===== config.mk =====
export PLATFORM = sky130hd
export DESIGN_NAME = sv39ptw_sequencer
export DESIGN_NICKNAME = d
export VERILOG_FILES = /design/src/rtl/sv39ptw_pkg.sv /design/src/rtl/sv39ptw_sequencer.sv
export SDC_FILE = /design/constraint.sdc
export NUM_CORES = 1
export LEC_CHECK = 0
export ABC_CLOCK_PERIOD_IN_PS = 800
export BUFFER_PORTS_ARGS = -buffer_cell sky130_fd_sc_hd__buf_4
export CAP_MARGIN = 25
export CORE_AREA = 2 2 39 41
export DETAILED_ROUTE_END_ITERATION = 16
export DIE_AREA = 0 0 41 43
export GPL_TIMING_DRIVEN = 0
export HOLD_SLACK_MARGIN = 0.02
export PLACE_DENSITY = 0.53
export SYNTH_ARGS = -nofsm -noshare
export SYNTH_HDL_FRONTEND = slang
export SYNTH_SLANG_ARGS = --single-unit

===== constraint.sdc =====
create_clock -name clk_i -period 0.8 [get_ports clk_i]
set_input_delay 0.04 -clock clk_i [delete_from_list [all_inputs] [get_ports clk_i]]
set_output_delay 0.04 -clock clk_i [all_outputs]
set_load 0.03 [all_outputs]

===== src/rtl/sv39ptw_pkg.sv =====
// Shared types, constants and microcode encodings of the Sv39 page table walker.
package sv39ptw_pkg;

  // Table store geometry.
  localparam int TABLE_PAGES  = 16;
  localparam int PTE_PER_PAGE = 512;
  localparam int IDX_W        = $clog2(PTE_PER_PAGE);
  localparam int PAGE_W       = $clog2(TABLE_PAGES);
  localparam int ADDR_W       = PAGE_W + IDX_W;
  localparam int FREE_W       = $clog2(TABLE_PAGES + 1);

  // Field widths.
  localparam int VA_W     = 38;
  localparam int PA_W     = 56;
  localparam int SIZE_W   = 32;
  localparam int PERM_W   = 8;
  localparam int PPN_W    = 44;
  localparam int PG_SHIFT = 12;
  localparam int VPN_W    = VA_W + 1 - PG_SHIFT;
  localparam int STATUS_W = 3;

  localparam logic [PERM_W-1:0] PTE_V = PERM_W'(1);

  typedef enum logic [STATUS_W-1:0] {
    ST_OK        = 3'd0,
    ST_NOT_FOUND = 3'd1,
    ST_RANGE     = 3'd2,
    ST_REMAP     = 3'd3,
    ST_FULL      = 3'd4
  } status_e;

  // Stored page table entry: PPN and the low flag byte.
  typedef struct packed {
    logic [PPN_W-1:0]  ppn;
    logic [PERM_W-1:0] flags;
  } pte_t;

  // Microcode step addresses.
  typedef enum logic [3:0] {
    S_RCLR  = 4'd0,
    S_IDLE  = 4'd1,
    S_START = 4'd2,
    S_ISSUE = 4'd3,
    S_TEST  = 4'd4,
    S_NODE  = 4'd5,
    S_PCLR  = 4'd6,
    S_LINK  = 4'd7,
    S_LEAF  = 4'd8,
    S_EMIT  = 4'd9
  } step_e;

  // Datapath operations.
  typedef enum logic [3:0] {
    OP_NOP   = 4'd0,
    OP_RCLR  = 4'd1,
    OP_LOAD  = 4'd2,
    OP_START = 4'd3,
    OP_READ  = 4'd4,
    OP_NODE  = 4'd5,
    OP_PCLR  = 4'd6,
    OP_LINK  = 4'd7,
    OP_LEAF  = 4'd8,
    OP_EMIT  = 4'd9
  } op_e;

  // Jump conditions.
  typedef enum logic [2:0] {
    C_NEVER     = 3'd0,
    C_ALWAYS    = 3'd1,
    C_CNT_MORE  = 3'd2,
    C_NO_ACCEPT = 3'd3,
    C_LEVEL0    = 3'd4,
    C_VALID     = 3'd5,
    C_OUT_BUSY  = 3'd6
  } cond_e;

  typedef struct packed {
    op_e   op;
    cond_e cond;
    step_e jump;
    step_e next;
  } uword_t;

  // Status flags from the datapath to the sequencer.
  typedef struct packed {
    logic stop;
    logic cnt_more;
    logic level0;
    logic pte_valid;
  } dp_flags_t;

endpackage


===== src/rtl/sv39ptw_sequencer.sv =====
// Step counter of the walker with conditional jumps and an early exit to the result step.
module sv39ptw_sequencer import sv39ptw_pkg::*; (
  input  logic      clk_i,
  input  logic      rst_ni,
  input  uword_t    word_i,
  input  dp_flags_t flags_i,
  input  logic      in_accept_i,
  input  logic      out_busy_i,
  output step_e     step_o
);

  step_e step_q, step_d;
  logic  cond_hit;

  always_comb begin
    unique case (word_i.cond)
      C_NEVER:     cond_hit = 1'b0;
      C_ALWAYS:    cond_hit = 1'b1;
      C_CNT_MORE:  cond_hit = flags_i.cnt_more;
      C_NO_ACCEPT: cond_hit = ~in_accept_i;
      C_LEVEL0:    cond_hit = flags_i.level0;
      C_VALID:     cond_hit = flags_i.pte_valid;
      C_OUT_BUSY:  cond_hit = out_busy_i;
      default:     cond_hit = 1'b0;
    endcase
  end

  // A step that ends the transaction overrides the program's branch.
  always_comb begin
    priority if (flags_i.stop) begin
      step_d = S_EMIT;
    end else if (cond_hit) begin
      step_d = word_i.jump;
    end else begin
      step_d = word_i.next;
    end
  end

  always_ff @(posedge clk_i or negedge rst_ni) begin
    if (!rst_ni) begin
      step_q <= S_RCLR;
    end else begin
      step_q <= step_d;
    end
  end

  assign step_o = step_q;

endmodule


==> results_dict.tcl <==
set metrics [dict create \
    die_h_microns 43 \
    final.period_utilization_pct 96.4 \
    synth_seq_cells 4 \
    largest_reg_flops 4 \
    hold_end "step_o[3]" \
    core_area_sq_mm 0.00138 \
    dr.pass1.iters 2 \
    drv_cap 0 \
    area_delta_synth_final_pct 98.4 \
    setup_tns_ps 0 \
    power_frac_seq_pct 32.9 \
    worstPathArrival_ps 730 \
    antenna_found_initial 0 \
    cts_num_sinks 4 \
    worst_pin_slew_ps 215 \
    grt_use_total_pct 6.66 \
    initial_core_util_pct 17.1 \
    nets 75 \
    clkTransAtPathRegs_ps 40 \
    grt_pass1_wl_microns 669 \
    cts_buffer_depth 2 \
    crit_path_top_delay_cell "dfrtp_1" \
    clkPwrFrac_pct 35.4 \
    wl_microns 523 \
    critical_path.top_delay_family "flip-flops" \
    vias_per_cell 3.77 \
    synth-seq-area-share_pct 42.3 \
    hold-path-cell-count 3 \
    crit_buf_inv 1 \
    synth.net_count 47 \
    cp-start-kind "flop" \
    ys_warn_count 0 \
    min_from "word_i[7]" \
    grt_overflow 0 \
    grt_pass1_vias 194 \
    ir_worst_vdd_mv 0.497 \
    max_freq_mhz 1300 \
    power_per_cell_area_mw_per_mm2 1480 \
    port_buffers 22 \
    fp.dieW_microns 41 \
    wl_per_cell_microns 7.92 \
    grt_max_degree 9 \
    drive_gt1_share_pct 52.0 \
    drt_iter0_drc 2 \
    drv_slew 0 \
    n_antenna_cell 0 \
    internal_power_uw 518 \
    hold_path_class "in2reg" \
    synth.avg_cell_area_sq_um 9.85 \
    combPwrFrac_pct 31.7 \
    p_sw_share_pct 25.5 \
    gp_congestion 0.532 \
    post_cts_buffers 0 \
    yosys.cell_types.count 10 \
    drc_errors 0 \
    max-slew-margin-rel_pct 85.5 \
    vias 249 \
    tritoncts "built" \
    power_leakage_nw 0.243 \
    crit_path_max_fanout 1 \
    hold_viol 0 \
    row_count 14 \
    ioPinCount 27 \
    rsz0062_at_grt "false" \
    critPathMaxStageDelay_ps 360 \
    worstPathRequired_ps 760 \
    dieArea_sq_mm 0.00176 \
    setup_violations 0 \
    final_core_util_pct 33.9 \
    ctsRootBufferMaster "clkbuf_4" \
    htreeDepth 1 \
    path_class "reg2out" \
    cp-end-kind "primary output" \
    cts_buffers 3 \
    status "finished, final reports clean" \
    antenna_left 0 \
    power.switching_uw 177 \
    path_cells "buf_6" \
    syn_inst 24 \
    syn_area_sq_um 236 \
    finalCriticalPeriod_ps 772 \
]
synthesized netlist by cell type, drive strengths merged:
cell    n  share of area, %
dfrtp   4                42
mux2i   4                17
nand2b  4                11
nor2    4               6.3
inv     2               3.2
o21ai   2               4.2
a22o    1               7.4
a31oi   1               2.6
mux2    1               4.8
nand2   1               1.6
metal layers:
layer  vias to the layer above  wire length (microns)  track usage (%)  part of all wire [%]
met1                        96                    185             5.56                    35
met3                         0                    120             4.19                    23
li1                        133                      -                -                     -
met2                        20                    218             7.19                    42
met5                         -                      0                0                     0
met4                         0                      0             12.0                     0
layout by cell type, fill, tap and decap left out:
master / netlist / layout
a22o_4: 1 / 1
a31oi_1: 1 / 1
buf_4: 0 / 18
buf_6: 0 / 4
clkbuf_4: 0 / 3
dfrtp_1: 4 / 4
dlygate4sd3_1: 0 / 1
inv_1: 2 / 2
mux2_1: 1 / 1
mux2i_1: 4 / 4
nand2_1: 1 / 1
nand2b_1: 4 / 4
nor2_1: 4 / 4
o21ai_0: 2 / 2
power groups by stage:
stage	clock network, mW	registers (mW)	logic (mW)
after floorplan	0	0.266	0.0579
after global placement	0	0.228	0.207
final	0.246	0.229	0.220
after global routing	0.267	0.230	0.236
after detailed placement	0	0.228	0.208
after CTS	0.259	0.225	0.213
through the flow:
stage          hold WS (ps)  setup slack [ps]  cells  power, mW  cell area [sq um]
2_1_floorplan          -256              2.64     24      0.324                236
3_3_place_gp           -164              -189     62      0.435                422
3_5_place_dp           -164              -189     62      0.436                422
4_1_cts                66.5              1.23     66      0.697                454
5_1_grt                79.2              9.99     66      0.733                469
6_report               70.9              28.4     66      0.695                469
cells by family (layout without fill, tap and decap cells):
kind of cell | after synthesis | after routing | share of synthesized area, %
compound gates | 4 | 4 | 14.3
buf+inv | 2 | 28 | 3.18
flops | 4 | 4 | 42.3
mux | 5 | 5 | 21.7
simple gates | 9 | 9 | 18.5
layout make-up:
type | count | area (sq um)
timing repair buffer | 23 | 190
multi-input combinational | 18 | 129
tap | 16 | 20.0
inverter | 2 | 7.51
sequential | 4 | 100
clock buffer | 3 | 22.5
fill | 145 | 915
what timing repair did:
action / 4_1_cts / 5_1_grt
hold buffers: 1 / 0
resized for setup: 0 / 4
hold endpoints to repair: 4 / 0
setup endpoints to repair: 0 / 4
worst max path at each step:
stage,start,end,cells past startpoint
6_report,step_o[3],step_o[3],1
3_3_place_gp,word_i[10],step_o[0],5
2_1_floorplan,word_i[10],step_o[0],4
5_1_grt,step_o[2],step_o[2],1
4_1_cts,step_o[3],step_o[3],1
3_5_place_dp,word_i[10],step_o[1],5
Note: power is estimated with default switching activity, not from simulation.
