$ cat config.mk
export PLATFORM = sky130hd
export DESIGN_NAME = sv39ptw_ucode_rom
export DESIGN_NICKNAME = d
export VERILOG_FILES = /design/src/rtl/sv39ptw_pkg.sv /design/src/rtl/sv39ptw_ucode_rom.sv
export SDC_FILE = /design/constraint.sdc
export NUM_CORES = 1
export LEC_CHECK = 0
export ABC_CLOCK_PERIOD_IN_PS = 1000
export BUFFER_PORTS_ARGS = -buffer_cell sky130_fd_sc_hd__buf_2
export CAP_MARGIN = 20
export CELL_PAD_IN_SITES_DETAIL_PLACEMENT = 1
export CELL_PAD_IN_SITES_GLOBAL_PLACEMENT = 2
export CORE_MARGIN = 2
export CORE_UTILIZATION = 20
export DETAILED_ROUTE_END_ITERATION = 10
export GPL_ROUTABILITY_DRIVEN = 0
export PLACE_DENSITY = 0.86
export SLEW_MARGIN = 20
export SYNTH_ARGS = -nofsm -noshare
export SYNTH_HDL_FRONTEND = slang
export SYNTH_SLANG_ARGS = --single-unit
$ cat constraint.sdc
create_clock -name vclk -period 1
set_input_delay 0.2 -clock vclk [all_inputs]
set_output_delay 0.2 -clock vclk [all_outputs]
set_load 0.005 [all_outputs]
$ cat src/rtl/sv39ptw_pkg.sv
// Shared types, constants and microcode encodings of the Sv39 page table walker.
package sv39ptw_pkg;

  // Table store geometry.
  localparam int TABLE_PAGES  = 16;
  localparam int PTE_PER_PAGE = 512;
  localparam int IDX_W        = $clog2(PTE_PER_PAGE);
  localparam int PAGE_W       = $clog2(TABLE_PAGES);
  localparam int ADDR_W       = PAGE_W + IDX_W;
  localparam int FREE_W       = $clog2(TABLE_PAGES + 1);

  // Field widths.
  localparam int VA_W     = 38;
  localparam int PA_W     = 56;
  localparam int SIZE_W   = 32;
  localparam int PERM_W   = 8;
  localparam int PPN_W    = 44;
  localparam int PG_SHIFT = 12;
  localparam int VPN_W    = VA_W + 1 - PG_SHIFT;
  localparam int STATUS_W = 3;

  localparam logic [PERM_W-1:0] PTE_V = PERM_W'(1);

  typedef enum logic [STATUS_W-1:0] {
    ST_OK        = 3'd0,
    ST_NOT_FOUND = 3'd1,
    ST_RANGE     = 3'd2,
    ST_REMAP     = 3'd3,
    ST_FULL      = 3'd4
  } status_e;

  // Stored page table entry: PPN and the low flag byte.
  typedef struct packed {
    logic [PPN_W-1:0]  ppn;
    logic [PERM_W-1:0] flags;
  } pte_t;

  // Microcode step addresses.
  typedef enum logic [3:0] {
    S_RCLR  = 4'd0,
    S_IDLE  = 4'd1,
    S_START = 4'd2,
    S_ISSUE = 4'd3,
    S_TEST  = 4'd4,
    S_NODE  = 4'd5,
    S_PCLR  = 4'd6,
    S_LINK  = 4'd7,
    S_LEAF  = 4'd8,
    S_EMIT  = 4'd9
  } step_e;

  // Datapath operations.
  typedef enum logic [3:0] {
    OP_NOP   = 4'd0,
    OP_RCLR  = 4'd1,
    OP_LOAD  = 4'd2,
    OP_START = 4'd3,
    OP_READ  = 4'd4,
    OP_NODE  = 4'd5,
    OP_PCLR  = 4'd6,
    OP_LINK  = 4'd7,
    OP_LEAF  = 4'd8,
    OP_EMIT  = 4'd9
  } op_e;

  // Jump conditions.
  typedef enum logic [2:0] {
    C_NEVER     = 3'd0,
    C_ALWAYS    = 3'd1,
    C_CNT_MORE  = 3'd2,
    C_NO_ACCEPT = 3'd3,
    C_LEVEL0    = 3'd4,
    C_VALID     = 3'd5,
    C_OUT_BUSY  = 3'd6
  } cond_e;

  typedef struct packed {
    op_e   op;
    cond_e cond;
    step_e jump;
    step_e next;
  } uword_t;

  // Status flags from the datapath to the sequencer.
  typedef struct packed {
    logic stop;
    logic cnt_more;
    logic level0;
    logic pte_valid;
  } dp_flags_t;

endpackage

$ cat src/rtl/sv39ptw_ucode_rom.sv
// Microcode program of the walker: one control word per step.
module sv39ptw_ucode_rom import sv39ptw_pkg::*; (
  input  step_e  step_i,
  output uword_t word_o
);

  always_comb begin
    unique case (step_i)
      S_RCLR:  word_o = '{op: OP_RCLR,  cond: C_CNT_MORE,  jump: S_RCLR,  next: S_IDLE};
      S_IDLE:  word_o = '{op: OP_LOAD,  cond: C_NO_ACCEPT, jump: S_IDLE,  next: S_START};
      S_START: word_o = '{op: OP_START, cond: C_NEVER,     jump: S_START, next: S_ISSUE};
      S_ISSUE: word_o = '{op: OP_READ,  cond: C_NEVER,     jump: S_ISSUE, next: S_TEST};
      S_TEST:  word_o = '{op: OP_NOP,   cond: C_LEVEL0,    jump: S_LEAF,  next: S_NODE};
      S_NODE:  word_o = '{op: OP_NODE,  cond: C_VALID,     jump: S_ISSUE, next: S_PCLR};
      S_PCLR:  word_o = '{op: OP_PCLR,  cond: C_CNT_MORE,  jump: S_PCLR,  next: S_LINK};
      S_LINK:  word_o = '{op: OP_LINK,  cond: C_ALWAYS,    jump: S_ISSUE, next: S_ISSUE};
      S_LEAF:  word_o = '{op: OP_LEAF,  cond: C_ALWAYS,    jump: S_START, next: S_START};
      S_EMIT:  word_o = '{op: OP_EMIT,  cond: C_OUT_BUSY,  jump: S_EMIT,  next: S_IDLE};
      default: word_o = '{op: OP_NOP,   cond: C_ALWAYS,    jump: S_IDLE,  next: S_IDLE};
    endcase
  end

endmodule

==> results of run 1 <==
## cells in the final DEF (no fill, tap or decap), types with 3 or more instances in the layout
cell      n
a21oi_1   3
ha_4      5
buf_4    15
nand2_1   3
buf_6     5
nor2_1    4
mux2i_1   3
buf_2    14
## path summary, 6_finish.rpt
check,from,slack [ns],endpoint
hold / removal,step_i[2],0.73,word_o[11]
setup / recovery,step_i[1],-0.35,word_o[1]
## routing by layer
| metal | vias up | wire [um] |
|---|---|---|
| li1 | 220 | - |
| met1 | 205 | 551 |
| met2 | 12 | 690 |
| met3 | 2 | 32 |
| met4 | 0 | 24 |
| met5 | - | 0 |
## power by group
part | leakage [nW] | internal [mW] | switching, mW
clock network | 0 | 0 | 0
registers | 0 | 0 | 0
logic | 0.342 | 0.154 | 0.127
total | 0.342 | 0.154 | 0.127
## tightest hold or removal path, delay by kind of cell
family	cells	cell delay, ns
buf+inv	2	0.25
compound gates	1	0.08
## final cells by class
type,count,area (um^2)
fillers,171,787.0
well taps,16,20.02
inverters,3,18.77
multi-input cells,38,366.6
repair buffers,38,296.5
## metrics by stage
stage / worst slack (ns) / area (um^2)
4_1_cts: -0.3117 / 585.6
5_1_grt: -0.4060 / 701.9
3_3_place_gp: -0.3563 / 516.7
6_report: -0.3517 / 701.9
3_5_place_dp: -0.3589 / 516.7
2_1_floorplan: -0.04889 / 336.6
## timing repair
item / CTS / global route
buffers inserted: 3 / 4
hold endpoints to repair: 0 / 0
gates cloned: 0 / 0
gates resized for setup: 14 / 18
endpoints found under the setup margin: 14 / 14
pin swaps: 6 / 6
## logic make-up (layout without fill, tap and decap cells)
| group | Yosys count | after routing |
|---|---|---|
| AO/OA/AOI/OAI | 14 | 14 |
| AND/OR/NAND/NOR | 13 | 13 |
| adder cells (fa/ha/maj) | 7 | 7 |
| buffers and inverters | 7 | 41 |
| multiplexers | 3 | 3 |
| other | 1 | 1 |
==> summary.txt, run 1 <==
Logic synthesis
  • Fraction of synthesized area in multiplexers: 0.09562
  • Synth Area in Compound Gates: 0.2869
  • Adder-cell share of the synthesized area: 0.2789
  • Sequential cell area fraction in the yosys report: 0
  • Largest family of logic cells by synthesized area: compound AO/OA/AOI/OAI gates
  • Syn_nets: 56
  • Synth Area in XOR/XNOR: 0
  • Top-area cell type share of the netlist area: 0.2789
  • Post-synth top cells: ha_1, nand2_1, nor2_1, o21ai_0
  • Synth Area in Simple Gates: 0.2032
  • Syn Inst Count: 45
  • Area leader, netlist: ha_1
  • Count leader, synth: ha_1
  • Synth Cell Area: 314.1 um^2
  • Area contributors post-synth: ha_1, mux2i_1, buf_4
  • Yosys warns: 0
  • Netlist cell types: 22
  • Syn_area_per_cell: 6.979 um^2

STA
  • Hold WS: 0.7310 ns
  • Endpoints failing hold: 0
  • Setup violators final: 14
  • Setup ws final: -0.3517 ns
  • Crit share post-route: 1.352
  • Setup TNS Final: -3.656 ns
  • Max frequency: 739.8 MHz
  • RSZ-0062 raised after global routing: yes
  • Period minus WS final: 1.352 ns
  • Final Max Slew Viols: 0

Global route
  • Largest net degree at the start of global routing: 13
  • Busiest grt layer: met2
  • GR Overflow Total: 0
  • Grt met3 use: 0.004167
  • GR met1 Demand/Resource: 0.1275
  • Tot GR Track Use: 0.1144
  • Grt met2 use: 0.2441
  • Vias in the first global route: 420
  • First-pass GRT wire length: 1773 um
  • Initial antenna violation count: 0

Drt
  • Vias/cell: 4.621
  • Detail Route Antenna Nets: 0
  • DRC: 0
  • First DRT Iteration DRCs: 4
  • Routed len/inst: 13.66 um
  • Drt total wl: 1298 um
  • TritonRoute pass-1 iters: 2
  • DR vias: 439

Final layout
  • Nets: 92
  • Sequential cell count: 0
  • P&R area growth vs syn: 123.5%
  • CLK BUF: 0
  • Final core occ: 0.4714
  • ANT cells: 0
  • Share of cells above drive strength 1: 0.6709
  • Layout Cells excl Fill: 95
  • Register Area: 0 um^2

Run status
  • Failing checks: negative setup slack
  • Status: finished with violations

Setup path
  • Kind of end point of the critical path: output port
  • Crit-path leading delay family: buffers and inverters
  • Critical Path Stages: 6
  • Slowest CP cell: ha_4
  • CP max stage delay: 0.23 ns
  • Worst Path Arrival: 1.15 ns
  • Largest fanout on the critical path: 6
  • Crit start category: input pin
  • Cell-by-cell trace of the critical path: buf_8 > clkinvlp_4 > ha_4 > mux2i_1 > o31a_1 > buf_2
  • Crit Path Class: input pin to output port
  • Worst Path Buf+Inv: 3
  • Req. time, crit path: 0.80 ns

Placed design
  • Buffers added on ports: 18
  • Inst Count DP: 88
  • Dpl hpwl: 779 um

Floorplanning
  • Die Width: 43.63 um
  • Initial Util: 0.2109
  • Io pins: 19
  • Row Count: 14
  • Die area: 1903 um^2
  • Core area: 1489 um^2
  • Die height: 43.63 um

Power
  • Static Leak: 0.3422 nW
  • Worst VDD drop: 0.1713 mV
  • Total power: 0.2809 mW
  • Cell Pwr Density: 400.2 nW/um^2

CTS
  • Cts hold-fix bufs: 0

Run
  • Maxcap violations: 0

Min path
  • WHS Path Cells: 3
  • Hold Path Class: input pin to output port
No activity file was read; power rests on OpenSTA's default activity.
==> inputs of run 2 (changes only) <==
- CORE_MARGIN: 2 -> 5
==> run 2 against run 1 <==
Compared with the run above:
- the run still ends with negative setup slack left
- utilization increased by 3.3 points
- combinational power increased by 12%
- global-route usage increased by 0.45 points
- hold slack improved by 0.091 ns
- wire length increased by 22%
- clock-buffer cell count unchanged
- sequential share of layout area unchanged
- first-iteration DRC count decreased by 75%
- cell count increased by 2.1%
- worst setup slack got worse by 0.0038 ns
- power increased by 13%
- critical endpoint is now word_o[13]
- largest cell class unchanged
==> summary.txt, run 2 (synthesis gave the netlist of run 1 again) <==
Final layout
  • CLK BUF: 0
  • ANT cells: 0
  • Sequential cell count: 0
  • Register Area: 0 um^2
  • Commonest non-fill, non-tap cell in the layout: buf_4
  • P&R area growth vs syn: 141.8%
  • Final Cell Area: 759.5 um^2
  • Share of cells above drive strength 1: 0.7160
  • Multi-input gate area: 390.4 um^2
  • Fillers: 171
  • Most frequent cells in the layout: buf_4, buf_2, ha_4, buf_6
  • Final core occ: 0.5042
  • Nets: 94

Floorplanning
  • Die height: 49.63 um
  • Die Width: 49.63 um
  • Row Count: 14
  • Core area: 1506 um^2
  • Die area: 2463 um^2
  • Io pins: 19
  • Initial Util: 0.2085

Run status
  • Failing checks: negative setup slack
  • Status: finished with violations

Setup path
  • Crit start category: input pin
  • Crit Path Class: input pin to output port
  • Kind of end point of the critical path: output port
  • Cell-by-cell trace of the critical path: buf_8 > clkinvlp_4 > ha_1 > nand2b_1 > a21oi_1 > buf_2
  • Req. time, crit path: 0.80 ns
  • Slowest CP cell: ha_1
  • Setup crit start: step_i[0]
  • Worst Path Arrival: 1.16 ns
  • Largest fanout on the critical path: 4
  • CP max stage delay: 0.26 ns

Power
  • Static Leak: 0.3569 nW
  • Worst VDD drop: 0.1989 mV
  • Cell Pwr Density: 416.6 nW/um^2

STA
  • Crit share post-route: 1.355
  • Final Max Slew Viols: 0
  • Endpoints failing hold: 0
  • Setup violators final: 13
  • Setup ws final: -0.3555 ns
  • Period minus WS final: 1.355 ns
  • Hold WS: 0.8223 ns
  • RSZ-0062 raised after global routing: yes
  • Max frequency: 737.8 MHz

Placed design
  • Buffers added on ports: 18
  • Cell Area, Placed: 524.3 um^2
  • Dpl hpwl: 859.2 um

Drt
  • Detail Route Antenna Nets: 0
  • Highest routed layer: met4
  • WL met3: 57 um
  • Vias/cell: 4.711
  • Drt total wl: 1590 um
  • Routed wl met2: 883 um
  • DR vias: 457
  • DRC: 0
  • Routed len/inst: 16.39 um
  • First DRT Iteration DRCs: 1
  • TritonRoute pass-1 iters: 2
  • Met1 wire length: 622 um

Min path
  • Hold Path Class: input pin to output port
  • Worst Hold Launch: step_i[3]

Global route
  • Largest net degree at the start of global routing: 13
  • Tot GR Track Use: 0.1189
  • First-pass GRT wire length: 2456 um
  • GR Overflow Total: 0
  • Vias in the first global route: 508
  • Initial antenna violation count: 0

Run
  • Maxcap violations: 0
run 2: repair_timing:
| action | in CTS | in global routing |
|---|---|---|
| pin swaps | 7 | 7 |
| hold buffers | 0 | 0 |
| setup buffers | 4 | 5 |
| setup endpoints to repair | 14 | 14 |
| gates cloned | 0 | 0 |
| gates resized for setup | 32 | 9 |
run 2: path summary, 6_finish.rpt:
kind / to / slack [ns] / cells past startpoint
max: word_o[13] / -0.36 / 6
min: word_o[8] / 0.82 / 4
run 2: cell type report:
cell class / instances / area share
inverters: 3 / 0.02471
repair buffers: 40 / 0.4349
well taps: 16 / 0.02636
multi-input cells: 38 / 0.5140
run 2: routing by layer:
layer | global-route usage | up-vias
met4 | 0.01747 | 0
met5 | 0 | -
met1 | 0.1364 | 219
met3 | 0.01506 | 2
li1 | - | 224
met2 | 0.2309 | 12
run 2: stage by stage:
step | setup WS, ns | TNS (ns) | total power [mW] | cells
detailed placement | -0.3986 | -4.173 | 0.2077 | 89
global route | -0.4225 | -4.551 | 0.3428 | 97
global placement | -0.3657 | -3.715 | 0.2025 | 89
floorplan | -0.04889 | -0.1051 | 0.1050 | 45
CTS | -0.3538 | -3.513 | 0.2696 | 93
finish | -0.3555 | -3.676 | 0.3164 | 97
run 2: where the power goes:
group / switching [mW] / leakage [nW] / internal (mW)
clock: 0 / 0 / 0
sequential: 0 / 0 / 0
combinational: 0.143 / 0.357 / 0.173
total: 0.143 / 0.357 / 0.173
run 2: worst max-delay path: cells and delay by family:
family	cells	cell delay (ns)
AND/OR/NAND/NOR	1	0.16
adder cells (fa/ha/maj)	1	0.26
buffers and inverters	3	0.38
AO/OA/AOI/OAI	1	0.15
